==> src/hw/rtl/ppb_ram.sv <==
// generic single-port-write, one-read RAM with registered read
`default_nettype none
module ppb_ram #(
  parameter int unsigned Width = 8,
  parameter int unsigned Depth = 256
) (
  input  wire logic                     clk,
  input  wire logic                     we,
  input  wire logic [$clog2(Depth)-1:0] waddr,
  input  wire logic [Width-1:0]         wdata,
  input  wire logic [$clog2(Depth)-1:0] raddr,
  output logic      [Width-1:0]         rdata
);
  logic [Width-1:0] mem [Depth];
  always_ff @(posedge clk) begin
    if (we) mem[waddr] <= wdata;
    rdata <= mem[raddr];
  end
endmodule
`default_nettype wire

==> config.mk <==
export PLATFORM = sky130hd
export DESIGN_NAME = ppb_ram
export DESIGN_NICKNAME = d
export VERILOG_FILES = /design/src/hw/rtl/ppb_ram.sv
export SDC_FILE = /design/constraint.sdc
export NUM_CORES = 2
export LEC_CHECK = 0
export BUFFER_PORTS_ARGS = -buffer_cell sky130_fd_sc_hd__buf_2
export CAP_MARGIN = 0
export CORE_MARGIN = 2
export CORE_UTILIZATION = 48
export DETAILED_ROUTE_END_ITERATION = 8
export HOLD_SLACK_MARGIN = 0.1
export PLACE_DENSITY = 0.76
export SKIP_CTS_REPAIR_TIMING = 1
export SLEW_MARGIN = 10
export SYNTH_ARGS = -nofsm -noshare
export SYNTH_HDL_FRONTEND = slang
export SYNTH_SLANG_ARGS = --single-unit
==> constraint.sdc <==
create_clock -name clk -period 2.1 [get_ports clk]
set_clock_uncertainty 0.1 [all_clocks]
set_input_delay 0.105 -clock clk [delete_from_list [all_inputs] [get_ports clk]]
set_output_delay 0.105 -clock clk [all_outputs]
set_load 0.005 [all_outputs]
# Word-level counts from Yosys, hierarchy flattened
# Memories as Yosys holds them, arrays and structs flattened. A register that Yosys moved wholly into a read port is not among the register bits.
# Cells that the tools add are included.
[classes]
add_sub_neg = 0
multipliers = 0
div_mod_pow = 0
n_lt_le_gt_ge = 0
n_eq_ne = 0
shifts = 0
muxes = 2
bitwise = 0
n_reduce_logical = 0
[op_table]
columns = ["operator", "n"]
rows = [
  ["$mux W1", 2],
]
[totals]
register_bits = 0
latch_bits = 0
mem_bits_rw = 2048
rom_bits = 0
inputBits = 26
out_inout_bits = 8
wordCells = 3
memories = 1
[mem_list]
columns = ["memory", "depth", "word_bits", "read_ports", "rd_ports_with_merged_regs", "wr", "line_no", "source"]
rows = [
  ["mem", 256, 8, 1, 1, 1, "14", "logic [Width-1:0] mem [Depth];"],
]

# Logic depth before layout (Yosys ltp)
[depth]
depth_word = 2
depth_mapped = 11
ltp_nobuf = 6

# Least setup slack after synthesis
# OpenSTA, ideal clock, no wires.
[synth_timing]
path_type = "input-to-reg"
from = "input port raddr[0]"
to = "register rdata[2], read port of mem"
setup_time_ps = 131
arrival_time_ps = 1912
path_slack_ps = -43
cell_stages = 9
path_cell_list = "buf_6 buf_12 buf_8 buf_2 mux4_2 a22oi_1 a21oi_1 nor4_1 nor4_2"
[synth_rtl]
columns = ["element", "line_no", "source"]
rows = [
  ["start, declared", "11", "input wire logic [$clog2(Depth)-1:0] raddr,"],
  ["end, declared", "12", "output logic [Width-1:0] rdata"],
]

==> results by group <==
STA
  • Actual slew at the worst max-slew pin: 855.0 ps
  • Worst slew margin: 42.79%
  • F_max: 0.4000 GHz
  • RSZ-0062 raised after global routing: yes
  • Post-route minimum period: 2500 ps
  • Tcrit/Tclk final: 119.0%
  • Hold WS: 117.4 ps
  • Slew Limit Fails: 0
  • Final Hold Fails: 0
  • Final setup viols: 8
  • Setup ws final: -399.7 ps

Yosys
  • FF+latch count, synth: 2,056
  • Synth top cells by count: edfxtp_1 (2,048), mux4_2 (454), nor2_1 (282)
  • Synth unique cells: 55
  • Synthesized area: 79,560 sq um
  • Post-synth EDFFs: 2,048
  • Cell with the most instances after synthesis: edfxtp_1
  • Mean Syn Cell Area: 21.31 sq um
  • Sequential element share of the synthesized area: 77.50%
  • Post-synth ARST share: 0%
  • Syn Nets: 3,759
  • Post-synth top flop: edfxtp_1
  • Synthesis warning total: 0
  • Synth top area share: 77.30%
  • Largest cells by area after synthesis: edfxtp_1 (77%), mux4_2 (13%), mux2i_1 (1.7%), nor2_1 (1.3%), a22oi_1 (1.3%)
  • Cell taking the most area after synthesis: edfxtp_1
  • Syn Inst Count: 3,733

Placement
  • Port Buf Inserts: 33
  • Place WS: -1217 ps
  • Detailed placer's ending HPWL: 128.1 mm
  • Placed insts: 6,451
  • Gpl congestion: 0.9289

Power and ir drop
  • Peak VDD IR: 0.7143 mV
  • P_sw: 0.01821 W
  • Internal power: 0.06637 W
  • Clk pwr share: 40.6%
  • Sequential Power Share: 53.6%
  • Static leakage: 30.61 nW
  • Total power: 0.08457 W
  • Sw Ratio: 21.53%
  • Combinational cell fraction of total power: 5.8%
  • PwrDens: 896.9 nW/um^2

Clocking
  • Skew-Pair Late Insertion Delay: 850 ps
  • H-tree levels: 4
  • CTS tree: yes
  • TritonCTS Buffers: 192
  • Max Buffers Root-to-Sink: 3
  • Clock-pin slew of the registers on the worst-case setup and hold paths: 60 ps
  • Root buf cell: clkbuf_16
  • Clock sink count: 2,056

Critical path
  • R2r worst-path depth: 6
  • CP Class: flop to flop
  • FF-to-FF Start: mem[83][0]$_DFFE_PP_
  • Flop-to-flop setup slack: -400 ps
  • CP endpoint kind: flop
  • Startpoint Class: flop
  • Worst Path Required: 2730 ps
  • CP arrival: 3130 ps
  • CP Max Fanout: 1
  • Critical path origin: mem[83][0]$_DFFE_PP_

Die
  • Num ports: 34
  • Row Count: 149
  • Starting Density: 48.27%
  • Total die area: 169,000 sq um
  • Core Region: 164,800 sq um
  • Die W: 411.1 microns
  • Die Y: 411.1 microns

Global routing
  • Total Routing Usage GR: 23.81%
  • Vias in the first global route: 42.91k
  • Overflow after GRT: 0
  • Largest net degree at the start of global routing: 96
  • First-pass GRT wire length: 293.7 mm
  • Initial antenna violation count: 13

Finish
  • Sequential Area: 61,660 sq um
  • Filler cells: 11.50k
  • Layout Cells excl Fill: 6,829
  • Nets: 4,498
  • Final core utilization: 57.22%
  • Syn-to-layout area delta: 18.53%
  • Share of layout cells above drive strength 1: 33.36%
  • Area of the multi-input gates: 16,800 sq um

Drt
  • Antenna Nets Post-Route: 0
  • DRC: 0
  • Via count: 42.46k
  • First drt pass iteration count: 6
  • Post-Route WL: 201.5 mm
  • Drt first-iter violations: 6,285
  • Vias/cell: 6.218
  • DR WL/cell: 29.51 microns

Min path
  • WHS Path Cells: 5
  • Hold_sp: waddr[4]
  • Hold Path Class: input port to flop

Run
  • Max Cap Viol: 0

Run status
  • Violated checks: negative setup slack
  • Status: complete, but fails checks
-- through the flow --
| step | setup TNS, ps | cell area (sq um) |
|---|---|---|
| finish | -2469 | 94300 |
| global route | -2702 | 94280 |
| CTS | -5116 | 93780 |
| detailed placement | -7890 | 87530 |
| global placement | -7725 | 87530 |
| floorplan | 0 | 79590 |
-- worst max-delay path, stage by stage (launching register included) --
cell      delay (ps)
edfxtp_1         360
mux4_2           500
mux4_2           550
nor2b_4          170
nor4_4           460
buf_4            210
nor4_2            50
-- state kept, by name (all words and copies together), names as in the netlist --
| name | flops |
|---|---|
| mem | 2048 |
| rdata | 8 |
-- power groups by stage --
stage	Clock (W)	Combinational, W	Sequential [W]
after floorplan	0	0.00221	0.0461
after detailed placement	0	0.00465	0.0462
after CTS	0.0347	0.00470	0.0453
after global placement	0	0.00455	0.0462
after global routing	0.0362	0.00507	0.0453
final	0.0344	0.00487	0.0453
-- final timing paths --
check                                        endpoint
worst max register to register       rdata[0]$_DFF_P_
worst max-delay path                 rdata[0]$_DFF_P_
worst min register to register       rdata[3]$_DFF_P_
worst min-delay path            mem[188][5]$_DFFE_PP_
-- area by class of cell --
cell class	count	area share, %
Antenna cell	6	0.01592
Clock buffer	233	5.290
Clock inverter	123	1.344
Inverter	2	0.007961
Multi-Input combinational cell	1442	17.81
Sequential cell	2056	65.39
Tap cell	2189	2.905
Timing Repair Buffer	778	7.235
-- per-layer routing --
metal / wire [microns] / GRT usage (%) / vias to the layer above
met5: 39 / 0 / -
met4: 7982 / 9.189 / 6
met3: 23140 / 5.631 / 437
met2: 96690 / 37.64 / 2881
met1: 73700 / 32.32 / 21970
li1: - / - / 17170
-- cell families after synthesis --
kind of cell	count (synthesis)	synth area share (%)
flip-flops	2056	77.50
multiplexers	591	14.62
AND/OR/NAND/NOR	466	2.628
AO/OA/AOI/OAI	385	3.419
buffers and inverters	235	1.831
-- cell usage in the layout (no fill, tap or decap), drive strengths merged, types with 8 or more instances in the layout --
master       count
edfxtp        2048
buf            754
mux4           456
nor2           282
clkbuf         239
mux2i          134
a22oi          133
clkinv          97
a21oi           96
o221ai          47
nand3           34
nand2           33
nor2b           31
o22ai           28
nor4            27
nor3            22
dlygate4sd3     18
bufinv          17
a211oi          16
a221oi          14
o21ai           12
nand4           10
o211ai          10
nand2b           8
dfxtp            8
a22o             8
No activity file was read; power rests on OpenSTA's default activity.
